File: src/design/bbe_pkg.sv
package bbe_pkg;

  localparam int KW = 32;
  localparam int BW = 17;
  localparam logic [BW-1:0] BASIS_ONE = 17'h1_0000;

  localparam logic OP_WRITE = 1'b0;
  localparam logic OP_EVAL  = 1'b1;

  localparam logic [2:0] CFG_ORDER0  = 3'd0;
  localparam logic [2:0] CFG_LENGTH0 = 3'd1;
  localparam logic [2:0] CFG_ORDER1  = 3'd2;
  localparam logic [2:0] CFG_LENGTH1 = 3'd3;
  localparam logic [2:0] CFG_ORDER2  = 3'd4;
  localparam logic [2:0] CFG_LENGTH2 = 3'd5;
  localparam logic [2:0] CFG_MIN_GAP = 3'd6;
  localparam logic [2:0] CFG_DOM_TOL = 3'd7;

  // knot read address kinds
  typedef enum logic [2:0] {
    KA_LO, KA_HI, KA_SCAN, KA_R, KA_RD, KA_LD, KA_J
  } kaddr_e;

  // where a knot read lands
  typedef enum logic [2:0] {
    CAP_NONE, CAP_LO, CAP_HI, CAP_KR, CAP_KRD, CAP_KLD, CAP_KJ
  } cap_e;

  // basis work read select
  typedef enum logic [1:0] {
    BS_J, BS_JM1, BS_OUT
  } bsel_e;

  typedef struct packed {
    logic   wr_knot;
    logic   load;
    logic   rd_en;
    kaddr_e rd_sel;
    cap_e   cap;
    logic   scan_init;
    logic   scan_step;
    logic   scan_cmp;
    logic   setup;
    logic   scl_start;
    bsel_e  bsel;
    logic   tmp_cap;
    logic   bw_wr;
    logic   bw_add;
    logic   j_next;
    logic   emit;
    logic   emit_bad;
  } dp_cmd_t;

  typedef struct packed {
    logic bad_axis;
    logic ood;
    logic scan_last;
    logic past_end;
    logic order_one;
    logic j_zero;
    logic tri_last;
    logic out_last;
    logic scl_done;
  } dp_stat_t;

endpackage

File: src/design/bbe_ctrl.sv
module bbe_ctrl (
  input  logic              clk_i,
  input  logic              rst_ni,
  input  logic              start_i,
  input  logic              op_i,
  input  bbe_pkg::dp_stat_t stat_i,
  output bbe_pkg::dp_cmd_t  cmd_o,
  output logic              busy_o
);
  import bbe_pkg::*;

  localparam logic [4:0] S_IDLE     = 5'd0;
  localparam logic [4:0] S_LO       = 5'd1;
  localparam logic [4:0] S_HI       = 5'd2;
  localparam logic [4:0] S_CHK0     = 5'd3;
  localparam logic [4:0] S_CHK1     = 5'd4;
  localparam logic [4:0] S_SCAN     = 5'd5;
  localparam logic [4:0] S_SCAN_END = 5'd6;
  localparam logic [4:0] S_SETUP    = 5'd7;
  localparam logic [4:0] S_K0       = 5'd8;
  localparam logic [4:0] S_K1       = 5'd9;
  localparam logic [4:0] S_K2       = 5'd10;
  localparam logic [4:0] S_K3       = 5'd11;
  localparam logic [4:0] S_K4       = 5'd12;
  localparam logic [4:0] S_RA       = 5'd13;
  localparam logic [4:0] S_RA_WAIT  = 5'd14;
  localparam logic [4:0] S_LB       = 5'd15;
  localparam logic [4:0] S_LB_WAIT  = 5'd16;
  localparam logic [4:0] S_WB       = 5'd17;
  localparam logic [4:0] S_NEXT     = 5'd18;
  localparam logic [4:0] S_OUT      = 5'd19;
  localparam logic [4:0] S_BAD      = 5'd20;

  logic [4:0] state_q, state_d;

  always_comb begin
    cmd_o   = '0;
    state_d = state_q;
    unique case (state_q)
      S_IDLE: begin
        if (start_i) begin
          if (op_i == OP_WRITE) begin
            cmd_o.wr_knot = 1'b1;
          end else begin
            cmd_o.load = 1'b1;
            state_d    = S_LO;
          end
        end
      end
      S_LO: begin
        if (stat_i.bad_axis) begin
          state_d = S_BAD;
        end else begin
          cmd_o.rd_en  = 1'b1;
          cmd_o.rd_sel = KA_LO;
          state_d      = S_HI;
        end
      end
      S_HI: begin
        cmd_o.cap    = CAP_LO;
        cmd_o.rd_en  = 1'b1;
        cmd_o.rd_sel = KA_HI;
        state_d      = S_CHK0;
      end
      S_CHK0: begin
        cmd_o.cap = CAP_HI;
        state_d   = S_CHK1;
      end
      S_CHK1: begin
        if (stat_i.ood) begin
          state_d = S_BAD;
        end else begin
          cmd_o.scan_init = 1'b1;
          state_d         = S_SCAN;
        end
      end
      S_SCAN: begin
        // one knot read per cycle; the compare works on the registered read of the previous knot
        cmd_o.rd_en     = 1'b1;
        cmd_o.rd_sel    = KA_SCAN;
        cmd_o.scan_step = 1'b1;
        cmd_o.scan_cmp  = 1'b1;
        if (stat_i.scan_last) state_d = S_SCAN_END;
      end
      S_SCAN_END: begin
        cmd_o.scan_cmp = 1'b1;
        state_d        = S_SETUP;
      end
      S_SETUP: begin
        cmd_o.setup = 1'b1;
        if (stat_i.past_end || stat_i.order_one) state_d = S_OUT;
        else state_d = S_K0;
      end
      S_K0: begin
        cmd_o.rd_en  = 1'b1;
        cmd_o.rd_sel = KA_R;
        state_d      = S_K1;
      end
      S_K1: begin
        cmd_o.cap    = CAP_KR;
        cmd_o.rd_en  = 1'b1;
        cmd_o.rd_sel = KA_RD;
        state_d      = S_K2;
      end
      S_K2: begin
        cmd_o.cap    = CAP_KRD;
        cmd_o.rd_en  = 1'b1;
        cmd_o.rd_sel = KA_LD;
        state_d      = S_K3;
      end
      S_K3: begin
        cmd_o.cap    = CAP_KLD;
        cmd_o.rd_en  = 1'b1;
        cmd_o.rd_sel = KA_J;
        state_d      = S_K4;
      end
      S_K4: begin
        cmd_o.cap = CAP_KJ;
        state_d   = S_RA;
      end
      S_RA: begin
        cmd_o.bsel      = BS_J;
        cmd_o.scl_start = 1'b1;
        state_d         = S_RA_WAIT;
      end
      S_RA_WAIT: begin
        if (stat_i.scl_done) begin
          cmd_o.tmp_cap = 1'b1;
          state_d       = stat_i.j_zero ? S_WB : S_LB;
        end
      end
      S_LB: begin
        cmd_o.bsel      = BS_JM1;
        cmd_o.scl_start = 1'b1;
        state_d         = S_LB_WAIT;
      end
      S_LB_WAIT: begin
        if (stat_i.scl_done) begin
          cmd_o.bw_wr  = 1'b1;
          cmd_o.bw_add = 1'b1;
          state_d      = S_NEXT;
        end
      end
      S_WB: begin
        cmd_o.bw_wr = 1'b1;
        state_d     = S_NEXT;
      end
      S_NEXT: begin
        if (stat_i.tri_last) begin
          state_d = S_OUT;
        end else begin
          cmd_o.j_next = 1'b1;
          state_d      = S_K0;
        end
      end
      S_OUT: begin
        cmd_o.bsel = BS_OUT;
        cmd_o.emit = 1'b1;
        if (stat_i.out_last) state_d = S_IDLE;
      end
      S_BAD: begin
        cmd_o.emit_bad = 1'b1;
        state_d        = S_IDLE;
      end
      default: state_d = S_IDLE;
    endcase
  end

  always_ff @(posedge clk_i or negedge rst_ni) begin
    if (!rst_ni) state_q <= S_IDLE;
    else state_q <= state_d;
  end

  assign busy_o = state_q != S_IDLE;

endmodule

File: config.mk
export PLATFORM = sky130hd
export DESIGN_NAME = bbe_ctrl
export DESIGN_NICKNAME = d
export VERILOG_FILES = /design/src/design/bbe_pkg.sv /design/src/design/bbe_ctrl.sv
export SDC_FILE = /design/constraint.sdc
export NUM_CORES = 1
export LEC_CHECK = 0
export ABC_CLOCK_PERIOD_IN_PS = 5100
export BUFFER_PORTS_ARGS = -buffer_cell sky130_fd_sc_hd__buf_4
export CORE_ASPECT_RATIO = 0.8
export CORE_MARGIN = 8
export CORE_UTILIZATION = 35
export DETAILED_ROUTE_END_ITERATION = 10
export PLACE_DENSITY = 0.71
export SLEW_MARGIN = 20
export SYNTH_ARGS = -nofsm -noshare
export SYNTH_HDL_FRONTEND = slang
export SYNTH_SLANG_ARGS = --single-unit
File: constraint.sdc
create_clock -name clk_i -period 5.1 [get_ports clk_i]
set_clock_uncertainty 0.05 [all_clocks]
set_input_delay 0.51 -clock clk_i [delete_from_list [all_inputs] [get_ports clk_i]]
set_output_delay 0.51 -clock clk_i [all_outputs]
set_load 0.01 [all_outputs]
==> metrics, run 1 <==
outcome=complete, no violations; Mapped Area=791 um2; average wire per standard cell=15.1 um; DRC=0; Yosys warnings=0; Synth Area in Simple Gates=44.5%; fin nets=151; IO Count=36; ratio of cells with drive above 1 in the final layout=31.4%; Largest regs=state_q: 5 flops; Syn Nets=121; post-route cell area=1050 um2; ratio of final minimum period to clock period=48.5%; post-synthesis cell count=108; multiplexer area fraction after synthesis=3.80%; worst hold stages=2; chip height=58.5 um; Slew Limit Fails=0; Routed WL=2450 um; R2R cell count=4; TNS Setup=0 ns; Clock Tree Buf Depth=2; pin count of the biggest net entering global routing=26; adder-cell share of the synthesized area=0%; Root Buffer Master=clkbuf_4; Top FF cell, synth=dfrtp_1; reg-to-reg setup timing slack=2.85 ns; area leader, netlist=dfrtp_1; Async S/R FF share, synth=100%; Place WS=2.87 ns; gpl congestion=0.886; Largest Register=state_q; slowest CP cell=dfrtp_1; Setup CP Type=reg -> out; CP Cell Sequence=or3b_1, nor3_1, buf_4; max FFs per register=5; Synth Area in Compound Gates=24.5%; Die X=69.1 um; Worst Path Max Fanout=19; main combinational cell family by area after synthesis=simple AND/OR/NAND/NOR gates; crit end category=output pin; total vias in the final route=921; Worst-path clk slew=0.04 ns; Final setup viols=0; first-pass GRT wire length=4060 um; XOR/XNOR share of the synthesized area=1.11%; Worst Hold Class=in -> reg; endpoints failing hold=0; Seq/Total Area, Yosys=15.8%; DIE AREA=4050 um2; number of global-route vias before repair=840; GR Overflow Total=0; row cnt=15; #FFs+latches synth=5; clk_lat worst skew=0.24 ns; area share of the largest cell type after synthesis=15.8%; CTS tree=built; crit start category=flip-flop; Max-slew headroom=53.3%; Layout fillers=227; H-tree depth=1; Post-Layout Cell Count=162; highest clock rate=404 MHz; final worst slack=2.63 ns; synth-to-layout area growth=33.4%; RSZ-0062 raised after global routing=no; Area contributors post-synth=dfrtp_1 16%, nor2_1 7.6%, a21oi_1 3.8%; minimum clock period=2.47 ns; drt first pass iters=4; number of enable flip-flop cells after synthesis=0; average size of a mapped cell=7.32 um2; cell with the most instances after synthesis=nor2_1; Worst Path Required=4.54 ns; DRT antenna net count=0; VDD IR max=0.302 mV; Clock Sinks=5; DP Area=1020 um2; hold path start=stat_i[0]; core area=2140 um2; max_cap viols=0; vias per cell=5.69; Final HPWL DP=1890 um; reg2reg end=state_q[1]; Post-CTS Resized=0; WHS Endpoint=state_q[3]; cell total after placement=157; Port Buf Inserts=35; P per Cell Area=563 nW/um2; Initial Utilization=37.0%; Worst Path Arrival=1.91 ns; count of different cell masters after synthesis=46; antenna violations before repair=0; Tightest Pin Transition=0.700 ns; Leak Pwr=0.000481 uW; Commonest cells post-synth=16 x nor2_1, 6 x a21oi_1, 6 x clkbuf_1; Inserted Clock Buffers=3; r2r startpoint=state_q[2]; Fin Hold WS=0.477 ns; diode count=0; DR iter-0 viols=106; overall routing resource usage=11.6%; Max stage delay on crit path=0.69 ns
==> how the worst max path moves through the flow <==
stage | start | cells after the start | endpoint
4_1_cts | state_q[4] | 3 | cmd_o[2]
3_5_place_dp | state_q[2] | 4 | state_q[1]
2_1_floorplan | state_q[0] | 5 | cmd_o[17]
3_3_place_gp | state_q[2] | 4 | state_q[1]
5_1_grt | state_q[0] | 4 | cmd_o[17]
6_report | state_q[4] | 3 | cmd_o[2]
==> layout make-up <==
| type | instances | area (um2) | area share, % |
|---|---|---|---|
| multi-input cells | 88 | 584 | 55.4 |
| repair buffers | 36 | 273 | 25.9 |
| flip-flops and latches | 5 | 125 | 11.9 |
| well taps | 25 | 31.3 | 2.97 |
| clock buffers | 4 | 26.3 | 2.49 |
| inverters | 4 | 15.0 | 1.42 |
==> cells in the final DEF (no fill, tap or decap), types with 2 or more instances in the layout <==
cell type / count
o21ai_1: 2
nor2_1: 16
nor3b_1: 4
o21ai_0: 2
and3_1: 4
mux2_4: 2
nor3_1: 4
o211ai_1: 2
nand4_1: 3
nor2b_1: 3
a21oi_1: 6
clkbuf_4: 3
nand2_1: 4
o22a_1: 2
nand2b_1: 3
buf_4: 35
inv_1: 4
nor4_1: 3
nand3b_1: 3
nand3_1: 2
dfrtp_1: 5
or3b_1: 2
==> stage by stage <==
stage	utilization, %	power [uW]
detailed placement	47.6	548
floorplan	-	438
CTS	48.8	597
finish	49.3	593
global placement	47.6	544
global route	49.3	653
==> layer usage <==
metal	wire, um	GRT usage, %	vias up
li1	-	-	461
met2	1080	17.8	31
met4	0	1.75	0
met3	200	4.70	0
met1	1170	15.0	429
met5	0	0	-
==> logic make-up after synthesis <==
group,after synthesis
simple gates,59
compound gates,26
buf+inv,15
flops,5
mux,2
xor+xnor,1
==> report_power, final <==
part / internal [uW] / switching, uW / leakage (uW)
Clock: 29.5 / 15.5 / 0.0000150
Sequential: 57.6 / 95.0 / 0.0000639
Combinational: 205 / 190 / 0.000402
==> repair_timing <==
item                                   4_1_cts  5_1_grt
setup buffers                                0        0
endpoints found under the hold margin        0        5
hold buffers                                 0        1
==> worst max-delay path, delay by kind of cell, from the launching register on <==
kind,cells,cell delay (ns)
flip-flops,1,0.69
AND/OR/NAND/NOR,2,0.81
buffers and inverters,1,0.17
Power figures use the tool's default switching activity.
==> inputs of run 2 (changes only) <==
--- a/config.mk
+++ b/config.mk
@@ -5,7 +5,7 @@
 export SDC_FILE = /design/constraint.sdc
 export NUM_CORES = 1
 export LEC_CHECK = 0
-export ABC_CLOCK_PERIOD_IN_PS = 5100
+export ABC_CLOCK_PERIOD_IN_PS = 2500
 export BUFFER_PORTS_ARGS = -buffer_cell sky130_fd_sc_hd__buf_4
 export CORE_ASPECT_RATIO = 0.8
 export CORE_MARGIN = 8
==> constraint.sdc (replaced) <==
create_clock -name clk_i -period 2.5 [get_ports clk_i]
set_clock_uncertainty 0.05 [all_clocks]
set_input_delay 0.25 -clock clk_i [delete_from_list [all_inputs] [get_ports clk_i]]
set_output_delay 0.25 -clock clk_i [all_outputs]
set_load 0.01 [all_outputs]
==> run 2 against run 1 <==
Cell count rose by 2.5%. Wire length rose by 17%. Sequential power grew 67%. Power up 120%. Setup slack got worse by 2.3 ns. Register-to-register slack worse by 2.4 ns. Sequential share of layout area shrank 0.33 points. Non-clock buffer count is 4 higher. Die area is the same. Hold slack worse by 0.28 ns. First-iteration DRC count is 9.4% lower. Critical path depth up 3. Largest power group unchanged.
==> metrics, run 2 (synthesized netlist as in run 1, its figures left out) <==
reg2reg end=state_q[4]; GR Overflow Total=0 (unchanged); commonest non-fill, non-tap cell in the layout=buf_4; average wire per standard cell=17.3 um (+15%); Routed WL=2880 um (+17%); RSZ-0062 raised after global routing=no; R2R cell count=4 (unchanged); crit start category=flip-flop; overall routing resource usage=13.5% (+2.0 points); Slew Limit Fails=0 (unchanged); Hold-fix buffers, CTS=1 (+1); fin nets=155 (+2.6%); minimum clock period=2.18 ns; diode count=0 (unchanged); Final HPWL DP=2160 um (+14%); H-tree depth=1 (unchanged); Worst-path clk slew=0.05 ns (about the same); Worst Path Arrival=1.88 ns (-0.03 ns); synth-to-layout area growth=37.2%; clk_lat worst skew=0.25 ns (about the same); Inserted Clock Buffers=3 (unchanged); Clock Sinks=5 (unchanged); drt first pass iters=4 (unchanged); highest clock rate=459 MHz; Post-CTS Resized=0 (unchanged); worst hold stages=2 (unchanged); Root Buffer Master=clkbuf_4; Clock Tree Buf Depth=2 (unchanged); ratio of cells with drive above 1 in the final layout=33.3% (+1.9 points); max_cap viols=0 (unchanged); Setup CP Type=reg -> out; IO Count=36 (unchanged); Die X=69.1 um (unchanged); WHS Endpoint=state_q[3]; Max-slew headroom=63.7% (+10 points); Leak Pwr=0.000501 uW (+4.2%); Initial Utilization=37.0% (unchanged); Final setup viols=0 (unchanged); Port Buf Inserts=35 (unchanged); hold path start=stat_i[0]; Largest Register=state_q; core area=2140 um2 (unchanged); CTS tree=built; antenna violations before repair=0 (unchanged); r2r startpoint=state_q[3]; endpoints failing hold=0 (unchanged); Layout fillers=201 (-11%); max FFs per register=5 (unchanged); TNS Setup=0 ns (unchanged); Worst Path Max Fanout=13 (-6); Largest regs=state_q: 5 flops; commonest non-fill, non-tap cells in the layout=39 x buf_4, 16 x nor2_1, 6 x a21oi_1; DRT antenna net count=0 (unchanged); vias per cell=5.92 (+4.1%); VDD IR max=0.555 mV (+84%); Tot Pwr=1300 uW (+120%); DR iter-0 viols=96 (-9.4%); Worst Hold Class=in -> reg; ratio of final minimum period to clock period=87.1%; P per Cell Area=1200 nW/um2 (+110%); reg-to-reg setup timing slack=0.41 ns (-2.44 ns); outcome=complete, no violations; number of global-route vias before repair=911 (+8.5%); pin count of the biggest net entering global routing=19 (-27%); chip height=58.5 um (unchanged); gpl congestion=0.970 (+9.5%); row cnt=15 (unchanged); Post CTS Setup Buffer Count=0 (unchanged); Worst Path Required=2.20 ns (-2.34 ns); first-pass GRT wire length=4570 um (+12%); total vias in the final route=982 (+6.6%); crit end category=output pin; DRC=0 (unchanged); Tightest Pin Transition=0.544 ns (-0.157 ns); DIE AREA=4050 um2 (unchanged)
==> run 2: changes by cell type in the layout (fill, tap and decap cells not counted), sizes merged <==
cell  change
buf       +4
==> run 2: how the worst max path moves through the flow <==
stage                      end       start
floorplan           state_q[1]  state_q[4]
global placement    state_q[1]  state_q[3]
detailed placement  state_q[4]  state_q[3]
CTS                  cmd_o[17]  state_q[2]
global route         cmd_o[17]  state_q[2]
finish               cmd_o[17]  state_q[2]
==> run 2: where the power goes <==
group | switching [uW] | total, uW | internal (uW)
Combinational | 487 | 941 | 455
Sequential | 137 | 256 | 119
Clock | 38.9 | 99.6 | 60.7
==> run 2: layout make-up <==
type	instances	area [um2]	share of cell area, %
flip-flops and latches	5	125	11.5
multi-input cells	88	584	53.9
well taps	25	31.3	2.88
clock buffers	4	26.3	2.42
repair buffers	40	303	27.9
inverters	4	15.0	1.38
==> run 2: layer usage <==
metal | GRT usage [%] | share of wire, % | vias up
met5 | 0 | 0 | -
met4 | 4.37 | 0.66 | 0
met3 | 4.19 | 12 | 3
met2 | 21.9 | 45 | 67
met1 | 16.8 | 42 | 444
li1 | - | - | 468
==> run 2: stage by stage <==
step | instances | hold WS, ns | area, um2 | util (%) | setup WS [ns]
3_5_place_dp | 161 | 0.00906 | 1050 | 49.0 | 0.429
2_1_floorplan | 108 | -0.0956 | 791 | - | 0.619
5_1_grt | 166 | 0.199 | 1080 | 50.7 | 0.220
4_1_cts | 166 | 0.194 | 1080 | 50.7 | 0.380
3_3_place_gp | 161 | 0.00681 | 1050 | 49.0 | 0.501
6_report | 166 | 0.202 | 1080 | 50.7 | 0.323
==> run 2: critical path, stage by stage (launching register included) <==
cell,delay [ns]
dfrtp_1,0.55
buf_4,0.24
nor2b_1,0.30
a21oi_1,0.12
o22a_1,0.20
nor2_1,0.08
buf_4,0.13
==> inputs of run 3 (changes only) <==
==> constraint.sdc (replaced) <==
create_clock -name clk_i -period 2.5 [get_ports clk_i]
set_clock_uncertainty 0.05 [all_clocks]
set_input_delay 0.25 -clock clk_i [delete_from_list [all_inputs] [get_ports clk_i]]
set_output_delay 0.25 -clock clk_i [all_outputs]
set_load 0.1 [all_outputs]
==> run 3 against run 2 <==
Global-route usage hardly changed. Clock-buffer cell count stayed put. Register-to-register slack better by 0.18 ns. Maximum frequency is 1.8% lower. First-iteration DRC count is 49% lower. Flip-flop and latch count stayed put. Critical path type unchanged.
==> metrics, run 3 (synthesized netlist as in run 1, its figures left out) <==
Top Metal Used=met4; synth-to-layout area growth=49.5%; chip height=58.5 um (unchanged); DIE AREA=4050 um2 (unchanged); antenna violations before repair=0 (unchanged); Slew Limit Fails=0 (unchanged); DRT antenna net count=0 (unchanged); crit end category=output pin; endpoints failing hold=0 (unchanged); r2r startpoint=state_q[3]; diode count=0 (unchanged); Post CTS Setup Buffer Count=0 (unchanged); commonest non-fill, non-tap cell in the layout=buf_4; minimum clock period=2.22 ns (+0.0399 ns); vias per cell=5.73 (-3.2%); Worst-path clk slew=0.05 ns (about the same); Routed WL=2670 um (-7.2%); CP Cell Sequence=buf_4, nor2_1, and3_1, and3_1, buf_4; Tightest Pin Transition=0.415 ns (-0.129 ns); Worst Hold Class=in -> reg; Max-slew headroom=72.3% (+8.6 points); Layout fillers=221 (+10%); Root Buffer Master=clkbuf_4; Largest regs=state_q: 5 flops; highest clock rate=451 MHz (-1.8%); IO Count=36 (unchanged); row cnt=15 (unchanged); Initial Utilization=37.0% (unchanged); M1 wire length=1290 um (+6.2%); ratio of cells with drive above 1 in the final layout=46.9% (+14 points); crit start category=flip-flop; Clock Tree Buf Depth=2 (unchanged); ratio of final minimum period to clock period=88.7% (+1.6 points); Final HPWL DP=2070 um (-4.4%); number of global-route vias before repair=956 (+4.9%); WL met3=155 um (-54%); worst hold stages=2 (unchanged); max FFs per register=5 (unchanged); CTS tree=built; Port Buf Inserts=35 (unchanged); DR iter-0 viols=49 (-49%); Worst Path Max Fanout=12 (-1); first-pass GRT wire length=4570 um (+0.15%); RSZ-0062 raised after global routing=no; metal2 WL=1160 um (-11%); drt first pass iters=4 (unchanged); reg-to-reg setup timing slack=0.59 ns (+0.18 ns); pin count of the biggest net entering global routing=24 (+5); gpl congestion=0.880 (-9.3%); Final setup viols=0 (unchanged); WHS Endpoint=state_q[3]; outcome=complete, no violations; Inserted Clock Buffers=3 (unchanged); Setup CP Type=reg -> out; hold path start=stat_i[0]; H-tree depth=1 (unchanged); Worst Path Required=2.20 ns (about the same); fin nets=157 (+1.3%); max_cap viols=0 (unchanged); average wire per standard cell=15.9 um (-8.3%); DRC=0 (unchanged); fin util=55.3% (+4.6 points); core area=2140 um2 (unchanged); commonest non-fill, non-tap cells in the layout=41 x buf_4, 8 x nor2_2, 8 x nor2_1; Worst Path Arrival=1.92 ns (+0.04 ns); overall routing resource usage=13.6% (+0.047 points); Die X=69.1 um (unchanged); GR Overflow Total=0 (unchanged); slowest CP cell=dfrtp_1; reg2reg end=state_q[4]; Largest Register=state_q; R2R cell count=4 (unchanged); clk_lat worst skew=0.25 ns (about the same); total vias in the final route=962 (-2.0%); Clock Sinks=5 (unchanged); Max stage delay on crit path=0.47 ns (-0.08 ns)
run 3: changes by cell type in the layout (fill, tap and decap cells not counted), moves of 3 or more:
cell / change
nor2_1: -8
nor2_2: +8
nor3_1: -4
nor3_2: +3
nor4_1: -3
run 3: area by class of cell:
| cell class | count | area [um2] | share of cell area, % |
|---|---|---|---|
| inverters | 4 | 15.0 | 1.27 |
| repair buffers | 42 | 318 | 26.9 |
| multi-input cells | 88 | 666 | 56.3 |
| flip-flops and latches | 5 | 126 | 10.7 |
| clock buffers | 4 | 26.3 | 2.22 |
| well taps | 25 | 31.3 | 2.65 |
run 3: per-stage QoR:
stage	setup slack, ns	setup TNS [ns]	hold slack [ns]	instances	cell area (um2)
finish	0.283	0	0.186	168	1180
global route	0.154	0	0.187	168	1180
CTS	0.167	0	0.188	168	1180
detailed placement	0.412	0	0.00357	163	1140
global placement	0.480	0	0.00278	163	1140
floorplan	-0.443	-1.04	-0.0956	108	872
run 3: metal layers:
metal / vias up / GRT usage, %
met3: 6 / 4.53
met2: 36 / 20.6
met1: 445 / 17.4
met5: - / 0
met4: 0 / 5.25
li1: 475 / -
run 3: worst max path at each step:
stage,from,end,slack (ns)
after floorplan,state_q[0],cmd_o[16],-0.44
after global placement,state_q[1],state_q[1],0.48
after detailed placement,state_q[1],state_q[1],0.41
after CTS,state_q[1],cmd_o[13],0.17
after global routing,state_q[0],cmd_o[21],0.15
final,state_q[0],cmd_o[20],0.28
run 3: worst max-delay path: cells and delay by family (launching register included):
family,cells,cell delay [ns]
flops,1,0.47
simple gates,3,0.69
buf+inv,2,0.50
run 3: repair_timing:
action                                  4_1_cts  5_1_grt
resized for setup                             0        1
endpoints found under the setup margin        0        1
hold endpoints to repair                      5        0
hold buffers                                  1        0
Power of run 3 is not shown: default switching activity piles up to over one toggle a cycle in this logic, so the estimate is an artifact.
